**config.mk**
```make
export PLATFORM = sky130hd
export DESIGN_NAME = ogru_scale
export DESIGN_NICKNAME = d
export VERILOG_FILES = /design/src/hdl/ogru_pkg.sv /design/src/hdl/ogru_scale.sv
export SDC_FILE = /design/constraint.sdc
export NUM_CORES = 1
export LEC_CHECK = 0
export ABC_CLOCK_PERIOD_IN_PS = 9600
export BUFFER_PORTS_ARGS = -buffer_cell sky130_fd_sc_hd__buf_2
export CAP_MARGIN = 20
export CELL_PAD_IN_SITES_DETAIL_PLACEMENT = 1
export CELL_PAD_IN_SITES_GLOBAL_PLACEMENT = 1
export CORE_MARGIN = 2
export CORE_UTILIZATION = 40
export CTS_BUF_LIST = sky130_fd_sc_hd__clkbuf_4 sky130_fd_sc_hd__clkbuf_8
export CTS_CLUSTER_SIZE = 8
export DETAILED_ROUTE_END_ITERATION = 10
export PLACE_DENSITY_LB_ADDON = 0.1
export SETUP_SLACK_MARGIN = 0.05
export SYNTH_ARGS = -nofsm -noshare
export SYNTH_HDL_FRONTEND = slang
export SYNTH_SLANG_ARGS = --single-unit
```
**constraint.sdc**
```tcl
create_clock -name clk_i -period 9.6 [get_ports clk_i]
set_input_delay 2.88 -clock clk_i [delete_from_list [all_inputs] [get_ports clk_i]]
set_output_delay 2.88 -clock clk_i [all_outputs]
set_load 0.05 [all_outputs]
```
**src/hdl/ogru_pkg.sv**
```systemverilog
package ogru_pkg;

  // Grid window half-width and input coordinate format
  localparam int GRID_HALF       = 127;
  localparam int COORD_FRAC_BITS = 16;

  // Largest usable index limit: every accepted cell lies inside the window
  localparam int          LIM_CAP_INT = (GRID_HALF < 127) ? GRID_HALF : 127;
  localparam logic [6:0]  LIM_CAP     = 7'(LIM_CAP_INT);
  localparam logic signed [12:0] GRID_HALF_S = 13'(GRID_HALF);

  // Scaling: |point| * cells_per_meter carries COORD_FRAC_BITS + 8 fraction bits
  localparam int          PROD_W    = 48;
  localparam int          RND_SHIFT = COORD_FRAC_BITS + 8;
  localparam logic [48:0] RND_HALF  = 49'd1 << (COORD_FRAC_BITS + 7);

  // Cell store addressed by {row, column} in 8-bit two's complement
  localparam int ADDR_W = 16;

  typedef logic [1:0] cell_t;
  localparam cell_t CELL_UNKNOWN  = 2'd0;
  localparam cell_t CELL_FREE     = 2'd1;
  localparam cell_t CELL_OCCUPIED = 2'd2;

  typedef logic [1:0] status_t;
  localparam status_t ST_INSERTED  = 2'd0;
  localparam status_t ST_REJECTED  = 2'd1;
  localparam status_t ST_READ_DONE = 2'd2;

  // Configuration register indexes
  localparam logic CFG_CELLS_PER_METER = 1'b0;
  localparam logic CFG_RANGE_LIMIT     = 1'b1;

  // Item kinds
  localparam logic KIND_INSERT = 1'b0;
  localparam logic KIND_READ   = 1'b1;

  // One scaled coordinate
  typedef struct packed {
    logic              ok;
    logic signed [7:0] cell_idx;
  } scale_res_t;

endpackage

```
**src/hdl/ogru_scale.sv**
```systemverilog
module ogru_scale import ogru_pkg::*; (
  input  logic               clk_i,
  input  logic signed [31:0] coord_i,
  input  logic [15:0]        cells_per_meter_i,
  input  logic [6:0]         lim_i,
  output scale_res_t         res_o
);

  logic              neg;
  logic [31:0]       mag;
  logic [PROD_W-1:0] prod_d;
  logic [PROD_W-1:0] prod_q;
  logic              neg_q;
  logic [48:0]       rnd_sum;
  logic [48:0]       cell_mag;

  // Take the magnitude and multiply by the scale
  assign neg    = coord_i[31];
  assign mag    = neg ? (~coord_i + 32'd1) : coord_i;
  assign prod_d = {16'd0, mag} * {32'd0, cells_per_meter_i};

  always_ff @(posedge clk_i) begin
    prod_q <= prod_d;
    neg_q  <= neg;
  end

  // Round half away from zero, check the limit, restore the sign
  assign rnd_sum  = {1'b0, prod_q} + RND_HALF;
  assign cell_mag = rnd_sum >> RND_SHIFT;

  assign res_o.ok       = (cell_mag <= {42'd0, lim_i});
  assign res_o.cell_idx = neg_q ? 8'(8'd0 - cell_mag[7:0]) : cell_mag[7:0];

endmodule

```
# [Word-level counts from Yosys, hierarchy flattened]
# Index checks and enable logic that the tools add are counted.
# Widths: inputs -> output; s select.
[totals] out_inout_bits=9 ff_bits=49
[op_classes] mul=1 mux=2 bitwise_logic=1 n_lt_le_gt_ge=1 add_sub_neg=3
[op_table] cell="$add 48x24->49 const B" n=1
[op_table] cell="$mul 32x16->48" n=1
[op_table] cell="$add 32x1->32 const B" n=1
[op_table] cell="$mux 32" n=1
[op_table] cell="$not 32->32" n=1
[op_table] cell="$le 25x7->1" n=1
[op_table] cell="$mux 8" n=1
[op_table] cell="$sub 1x8->8 const A" n=1

# [Longest topological paths before layout]
# Gate-level depths: netlist (run 1).
[depth] depth_word=4 ltp_mapped=32 ltp_nobuf=29

# [Worst setup path after synthesis (run 1)]
# OpenSTA, ideal clock, no wires.
[synth_path] kind="input-to-reg" from="input port coord_i[13]" to="register prod_q[45]" t_arrival_ps=10165 n_path_buf=2 path_slack_ps=-699 cell_stages=29 required_time_ps=9466 setup_time_ps=134 path_cell_list="or4_4 nor4_4 nand2b_2 or3_4 or3_4 nand2_1 xnor2_1 clkbuf_1 nand2_1 fa_1 fa_1 fa_1 fa_1 inv_1 fa_1 inv_1 fa_1 inv_1 ha_1 clkbuf_1 nand4_1 nor3_1 nand2_1 o211ai_1 a221o_1 nor2_1 o31ai_1 mux2i_1 o2111ai_1"
[synth_between] elab_chain_cells=4
[synth_rtl] element="start: declaration" line_no="ogru_scale.sv:3" rtl="input logic signed [31:0] coord_i,"
[synth_rtl] element="$not 32->32" line_no="ogru_scale.sv:19" rtl="assign mag = neg ? (~coord_i + 32'd1) : coord_i;"
[synth_rtl] element="$add 32x1->32" line_no="ogru_scale.sv:19"
[synth_rtl] element="$mux 32 *" line_no="ogru_scale.sv:19"
[synth_rtl] element="$mul 32x16->48 *" line_no="ogru_scale.sv:20" rtl="assign prod_d = {16'd0, mag} * {32'd0, cells_per_meter_i};"
[synth_rtl] element="net prod_d[45]" line_no="ogru_scale.sv:11" rtl="logic [PROD_W-1:0] prod_d;"
[synth_rtl] element="end signal: assignment" line_no="ogru_scale.sv:23" rtl="prod_q <= prod_d;"
[synth_rtl] element="end: declaration" line_no="ogru_scale.sv:12" rtl="logic [PROD_W-1:0] prod_q;"
# The timed path passes the listed nets; every way through them passes the cells marked *.

# [Final worst setup path (run 1)]
[layout_path] from="input port coord_i[15]" to="register prod_q[39]"
# Same word-level chain as after synthesis.

==> results of run 1 <==
cell type report:
class                           instances  area share
Tap cell                              585      0.0340
Antenna cell                            2    0.000232
Timing Repair Buffer                  374       0.131
Inverter                              449      0.0782
Clock buffer                            4     0.00255
Multi-Input combinational cell       1446       0.729
Sequential cell                        26      0.0242
cells in the final DEF (no fill, tap or decap), types with 4 or more instances in the layout:
cell      instances
ha_1            110
o21a_1            5
a21oi_4           4
a21oi_2           8
o211ai_1          6
nand2_2          13
buf_6            18
xnor2_4           4
dfxtp_1          26
nand2b_1          6
a21oi_1          26
nor2b_1          13
o21ai_0          21
nor3_1           11
xor2_1           14
nand4_1          13
fa_2             12
clkbuf_8          4
a21o_1           10
and2_1          198
inv_1           433
xnor2_1          41
nand2_1         339
o21ai_1           7
buf_4           285
a31oi_1           7
inv_2            16
nand3_1          15
nor2_1           27
buf_12            9
buf_2            62
o31ai_1           8
xnor2_2           9
mux2i_1           4
and3_1            9
ha_4             14
fa_1            405
through the flow:
stage	util	cell area, sq um	TNS (ps)	hold slack [ps]	setup slack, ps
2_1_floorplan	-	17600	-1960	2910	-233
3_3_place_gp	0.473	20400	-9680	3600	-716
3_5_place_dp	0.473	20400	-13850	3600	-846
4_1_cts	0.492	21200	-4470	3450	-457
5_1_grt	0.500	21500	-9990	3510	-726
6_report	0.500	21500	-5080	3480	-440
path summary, 6_finish.rpt:
kind | startpoint | to | slack, ps
max | coord_i[15] | prod_q[39]$_DFF_P_ | -440
min | coord_i[31] | neg_q$_DFF_P_ | 3480
worst max-delay path, delay by kind of cell:
kind                       cells  cell delay, ps
and+or+nand+nor                9            1700
adders and majority gates      7            3160
xor gates and xnor gates       1             220
buffers and inverters         10            1030
AOI/OAI and AO/OA              6            1190
layer usage:
layer	global-route usage	vias to the layer above	part of all wire
li1	-	6542	-
met1	0.290	7587	0.37
met2	0.543	209	0.58
met3	0.0166	95	0.025
met4	0.0639	0	0.030
met5	0	-	0
registers in the layout (all words and copies together) (netlist names):
| signal | count |
|---|---|
| neg_q | 1 |
| prod_q | 25 |
repair_timing:
action | CTS | global route
pin swaps | 75 | 56
gates resized for setup | 105 | 57
setup endpoints to repair | 21 | 22
setup buffers | 28 | 14
cloned | 0 | 0
cells by family (layout without fill, tap and decap cells):
kind of cell,count (synthesis),after routing,share of synthesized area
mux,6,6,0.00359
buf+inv,534,827,0.116
flops,26,26,0.0298
simple gates,679,679,0.191
compound gates,148,148,0.0552
xor+xnor,69,69,0.0351
other cells,0,2,0
fa+ha+maj,544,544,0.570
synth_stat cells (all sizes together) (8+ instances only):
| cell type | instances |
|---|---|
| a31oi | 9 |
| o31ai | 12 |
| clkbuf | 83 |
| o41ai | 8 |
| a21oi | 38 |
| inv | 449 |
| fa | 417 |
| o21ai | 33 |
| xor2 | 15 |
| ha | 127 |
| nand2b | 8 |
| xnor2 | 54 |
| nand3 | 16 |
| a21o | 10 |
| dfxtp | 26 |
| nor3 | 15 |
| nor2b | 14 |
| nand4 | 13 |
| and3 | 9 |
| nand2 | 353 |
| nor2 | 31 |
| and2 | 201 |
==> flow_summary.yaml, run 1 <==
run_status:
  status: "finished with violations"
  violations: "negative setup slack"
placement:
  numPlacedInstances: 2840
  io_buffers: 64
  gp_congestion: 0.852
  dp_hpwl_um: 47900
cells_and_area:
  n_fill_cell: 5099
  drive_above_1_share: 0.224
  multiInputGateArea_sq_um: 15700
  finalNetCount: 2900
  seq_area_sq_um: 520
  final_cells: 2886
  areaGrowthSynthToFinish_pct: 23.5
logic_synthesis:
  syn-cell-area_sq_um: 17400
  synth_seq_cells: 26
  synth_ff_type: "dfxtp_1"
  syn-instance-count: 2006
  synth_area_leader_cell: "fa_1"
  syn_avg_cell_area_sq_um: 8.69
  async_flop_share: 0
  synth_seq_area_share: 0.0298
  ys_top_cells_by_area: "fa_1 48%, inv_1 9.7%, ha_1 9.1%"
  synth_top_area_share: 0.479
  synth_nets: 2606
  synth-edff-count: 0
  ys_types: 58
  ys_warn_count: 0
clock_tree:
  cts_buffers: 3
  clockBufferDepth: 2
  hold_buffers: 0
  htree_levels: 1
  cts_tree: "built"
  cts_sinks: 26
  cts_root_buf: "clkbuf_8"
  clk_pin_slew_ps: 90
global_route:
  grtUsageTotal: 0.264
  grt_pass1_wl_um: 91500
  grt_start_max_net_pins: 32
  antenna_found_initial: 1
  grt_pass1_vias: 17216
  grt_overflow: 0
min_path:
  hold_path.class: "primary input to flip-flop"
  hold_depth: 4
floorplanning:
  core_sq_um: 43100
  ios: 65
  num_rows: 76
  die_x_um: 213
  die-area_sq_um: 45300
  die_y_um: 213
  initial_utilization: 0.405
route:
  drtIter0Drc: 413
  avgRoutedWirePerCell_um: 19.5
  routed_wl_um: 56200
  num_vias: 14433
  viasPerCell: 5.00
  first_pass_iters: 4
  antenna_left: 0
  drc: 0
sta:
  period_needed_ps: 10040
  timing.final.crit_share: 1.05
  setup_viol: 15
  hold_viol_final: 0
  worst_pin_slew_ps: 806
  slew_headroom: 0.463
  worst_slack_ps: -440
  fmax_mhz: 99.6
  report.final.slew_viol_count: 0
  rsz0062_at_grt: "true"
critical_path:
  worstSetupPathType: "primary input to flip-flop"
  end_kind: "flip-flop"
  critPathLaunchType: "primary input"
  cp.required_ps: 9760
  worst_path_most_repeated_cell: "buf_6"
  cp_slowest_stage_delay_ps: 550
  cp_slowest_cell: "fa_2"
  cp_max_fo: 7
  cp_data_arrival_time_ps: 10200
flow_run:
  maxCapViolCount: 0
Power of run 1 is not shown: default switching activity piles up to over one toggle a cycle in this logic, so the estimate is an artifact.
==> inputs of run 2 (changes only) <==
==> constraint.sdc (replaced) <==
create_clock -name clk_i -period 9.6 [get_ports clk_i]
set_input_delay 0.48 -clock clk_i [delete_from_list [all_inputs] [get_ports clk_i]]
set_output_delay 0.48 -clock clk_i [all_outputs]
set_load 0.05 [all_outputs]
==> flow_summary.yaml, run 2 (synthesized netlist as in run 1, its figures left out) <==
floorplanning:
  num_rows: 76
  ios: 65
  die-area_sq_um: 45300
  die_y_um: 213
  die_x_um: 213
  initial_utilization: 0.405
  core_sq_um: 43100
placement:
  io_buffers: 64
  dp_hpwl_um: 43700
  gp_congestion: 0.805
min_path:
  hold_path.class: "primary input to flip-flop"
global_route:
  grt_overflow: 0
  grtUsageTotal: 0.248
  grt_start_max_net_pins: 33
  antenna_found_initial: 3
  grt_pass1_wl_um: 85300
  grt_pass1_vias: 15394
sta:
  finalSetupTns_ps: 0
  period_needed_ps: 8760
  fmax_mhz: 114
  slew_headroom: 0.279
  rsz0062_at_grt: "false"
  worst_pin_slew_ps: 1070
  setup_viol: 0
  report.final.slew_viol_count: 0
  timing.final.crit_share: 0.913
  hold_viol_final: 0
route:
  drtIter0Drc: 493
  avgRoutedWirePerCell_um: 20.3
  viasPerCell: 5.11
  num_vias: 13353
  first_pass_iters: 4
  routed_wl_um: 53000
  antenna_left: 0
  drc: 0
critical_path:
  critPathLaunchType: "primary input"
  worst_path_most_repeated_cell: "fa_1"
  cp_max_fo: 16
  end_kind: "flip-flop"
  cp_slowest_stage_delay_ps: 640
  crit_buf_inv: 4
  cp_slowest_cell: "nor4_2"
  worstSetupPathType: "primary input to flip-flop"
  crit_family: "adder cells"
  cp.required_ps: 9740
  cp_data_arrival_time_ps: 8900
clock_tree:
  cts_sinks: 26
  htree_levels: 1
  cts_tree: "built"
  cts_root_buf: "clkbuf_8"
  cts_buffers: 3
  hold_buffers: 0
  postCtsSetupRepairBufs: 0
  clockBufferDepth: 2
  clk_pin_slew_ps: 90
  post_cts_resized: 0
run_status:
  status: "completed"
cells_and_area:
  final_cell_mix: "449 x inv_1, 417 x fa_1, 350 x nand2_1, 201 x and2_1, 127 x ha_1"
  largest-register: "prod_q"
  biggestRegsByFlops: "prod_q: 25 flops, neg_q: 1 flops"
  finalNetCount: 2629
  final_common_cell: "inv_1"
  n_fill_cell: 5103
  drive_above_1_share: 0.0636
  largest_reg_flops: 25
  areaGrowthSynthToFinish_pct: 6.43
flow_run:
  maxCapViolCount: 0
==> run 2: path summary, 6_finish.rpt <==
check	start	to	slack, ps	depth (start not counted)
hold / removal	coord_i[31]	neg_q$_DFF_P_	850	2
setup / recovery	coord_i[5]	prod_q[45]$_DFF_P_	840	27
==> run 2: through the flow <==
stage	util	setup slack (ps)	instances	instance area, sq um	hold WS (ps)
after global placement	0.429	736	2608	18500	1120
after global routing	0.431	234	2614	18600	840
after detailed placement	0.429	445	2609	18500	1130
after floorplan	-	1700	2006	17400	508
after CTS	0.431	734	2613	18600	836
final	0.431	837	2614	18600	846
==> run 2: final cells by class <==
class,count,area [sq um],area share
antenna,1,2.50,0.000135
clock buffer,3,41.3,0.00222
clock inverter,1,30.0,0.00162
multi-input combinational,1446,14900,0.805
tap,585,732,0.0394
inverter,449,1690,0.0908
timing repair buffer,103,613,0.0330
sequential,26,520,0.0280
==> run 2: per-layer routing <==
layer	up-vias	part of all wire	global-route usage
met5	-	0	0
met4	0	0.029	0.0680
met3	84	0.023	0.0159
met2	193	0.55	0.480
met1	7073	0.40	0.295
li1	6003	-	-
Power of run 2 is left out for the same reason.
==> inputs of run 3 (changes only) <==
--- a/config.mk
+++ b/config.mk
@@ -5,7 +5,7 @@
 export SDC_FILE = /design/constraint.sdc
 export NUM_CORES = 1
 export LEC_CHECK = 0
-export ABC_CLOCK_PERIOD_IN_PS = 9600
+export ABC_CLOCK_PERIOD_IN_PS = 8400
 export BUFFER_PORTS_ARGS = -buffer_cell sky130_fd_sc_hd__buf_2
 export CAP_MARGIN = 20
 export CELL_PAD_IN_SITES_DETAIL_PLACEMENT = 1
==> constraint.sdc (replaced) <==
create_clock -name clk_i -period 8.4 [get_ports clk_i]
set_input_delay 0.42 -clock clk_i [delete_from_list [all_inputs] [get_ports clk_i]]
set_output_delay 0.42 -clock clk_i [all_outputs]
set_load 0.05 [all_outputs]
==> flow_summary.yaml, run 3 (synthesized netlist as in run 1, its figures left out) <==
run_status:
  status: "completed"
floorplanning:
  ios: 65
  initial_utilization: 0.405
  die_y_um: 213
  die-area_sq_um: 45300
  num_rows: 76
  core_sq_um: 43100
  die_x_um: 213
global_route:
  antenna_found_initial: 0
  grt_overflow: 0
  met2_usage: 0.474
  grtUsageMet3: 0.0107
  grtUsageTotal: 0.243
  met1_usage: 0.295
  grt_busiest_layer: "met2"
  grt_pass1_vias: 15621
  grt_pass1_wl_um: 84400
  grt_start_max_net_pins: 33
critical_path:
  cp.required_ps: 8600
  crit_cells: 28
  cp_max_fo: 5
  cp_slowest_cell: "or4_4"
  worstSetupPathType: "primary input to flip-flop"
  crit_family: "adder cells"
  end_kind: "flip-flop"
  cp_slowest_stage_delay_ps: 570
  critPathLaunchType: "primary input"
  cp_data_arrival_time_ps: 8100
  crit_buf_inv: 5
  worst_path_most_repeated_cell: "fa_1"
clock_tree:
  clk_pin_slew_ps: 80
  cts_tree: "built"
  postCtsSetupRepairBufs: 0
  hold_buffers: 0
  post_cts_resized: 0
  htree_levels: 1
  cts_buffers: 3
  cts_sinks: 26
  cts_root_buf: "clkbuf_8"
  clockBufferDepth: 2
sta:
  fmax_mhz: 126
  report.final.slew_viol_count: 0
  worst_slack_ps: 493
  timing.final.crit_share: 0.941
  hold_viol_final: 0
  worst_pin_slew_ps: 958
  slew_headroom: 0.361
  period_needed_ps: 7910
  rsz0062_at_grt: "true"
  setup_viol: 0
flow_run:
  maxCapViolCount: 0
cells_and_area:
  final_cells: 2644
  largest-register: "prod_q"
  areaGrowthSynthToFinish_pct: 7.68
  finalNetCount: 2660
  largest_reg_flops: 25
  drive_above_1_share: 0.0777
  n_fill_cell: 5163
  num_antenna_cells: 0
  final_cell_mix: "449 x inv_1, 417 x fa_1, 350 x nand2_1, 201 x and2_1, 127 x ha_1"
  biggestRegsByFlops: "prod_q: 25 flops, neg_q: 1 flops"
  final_common_cell: "inv_1"
route:
  viasPerCell: 5.08
  num_vias: 13424
  drtIter0Drc: 470
  routed_wl_um: 51700
  avgRoutedWirePerCell_um: 19.6
  drc: 0
  antenna_left: 0
  first_pass_iters: 5
placement:
  dp_hpwl_um: 43500
  io_buffers: 64
  numPlacedInstances: 2640
  place_ws_ps: -71.2
  gp_congestion: 0.820
min_path:
  hold_path.class: "primary input to flip-flop"
  worstHoldStart: "coord_i[31]"
  holdPathEnd: "neg_q$_DFF_P_"
  hold_depth: 2
[run 3: cell count changes in the layout (fill, tap and decap cells not counted), sizes merged]
cell / before / now
buf: 103 / 134
diode: 1 / 0
[run 3: cell type report]
type	instances	area, sq um	area share
Sequential cell	26	520	0.0277
Multi-Input combinational cell	1446	14900	0.795
Clock inverter	1	30.0	0.00160
Tap cell	585	732	0.0390
Inverter	449	1690	0.0897
Clock buffer	3	41.3	0.00220
Timing Repair Buffer	134	846	0.0450
[run 3: how the worst max path moves through the flow]
stage,start,endpoint
finish,coord_i[13],prod_q[42]$_DFF_P_
global placement,coord_i[13],prod_q[39]$_DFF_P_
floorplan,coord_i[13],prod_q[45]$_DFF_P_
CTS,coord_i[13],prod_q[42]$_DFF_P_
detailed placement,coord_i[13],prod_q[42]$_DFF_P_
global route,coord_i[13],prod_q[45]$_DFF_P_
[run 3: routing by layer]
layer / vias up / share of wire
li1: 6061 / -
met1: 7151 / 0.41
met2: 145 / 0.55
met3: 67 / 0.015
met4: 0 / 0.025
met5: - / 0
[run 3: through the flow]
step | hold WS [ps] | setup TNS (ps) | utilization | area [sq um]
5_1_grt | 753 | 0 | 0.436 | 18800
3_3_place_gp | 1050 | 0 | 0.434 | 18700
6_report | 766 | 0 | 0.436 | 18800
2_1_floorplan | 448 | 0 | - | 17400
4_1_cts | 760 | 0 | 0.435 | 18800
3_5_place_dp | 1060 | -71.2 | 0.434 | 18700
Power of run 3 is left out for the same reason.
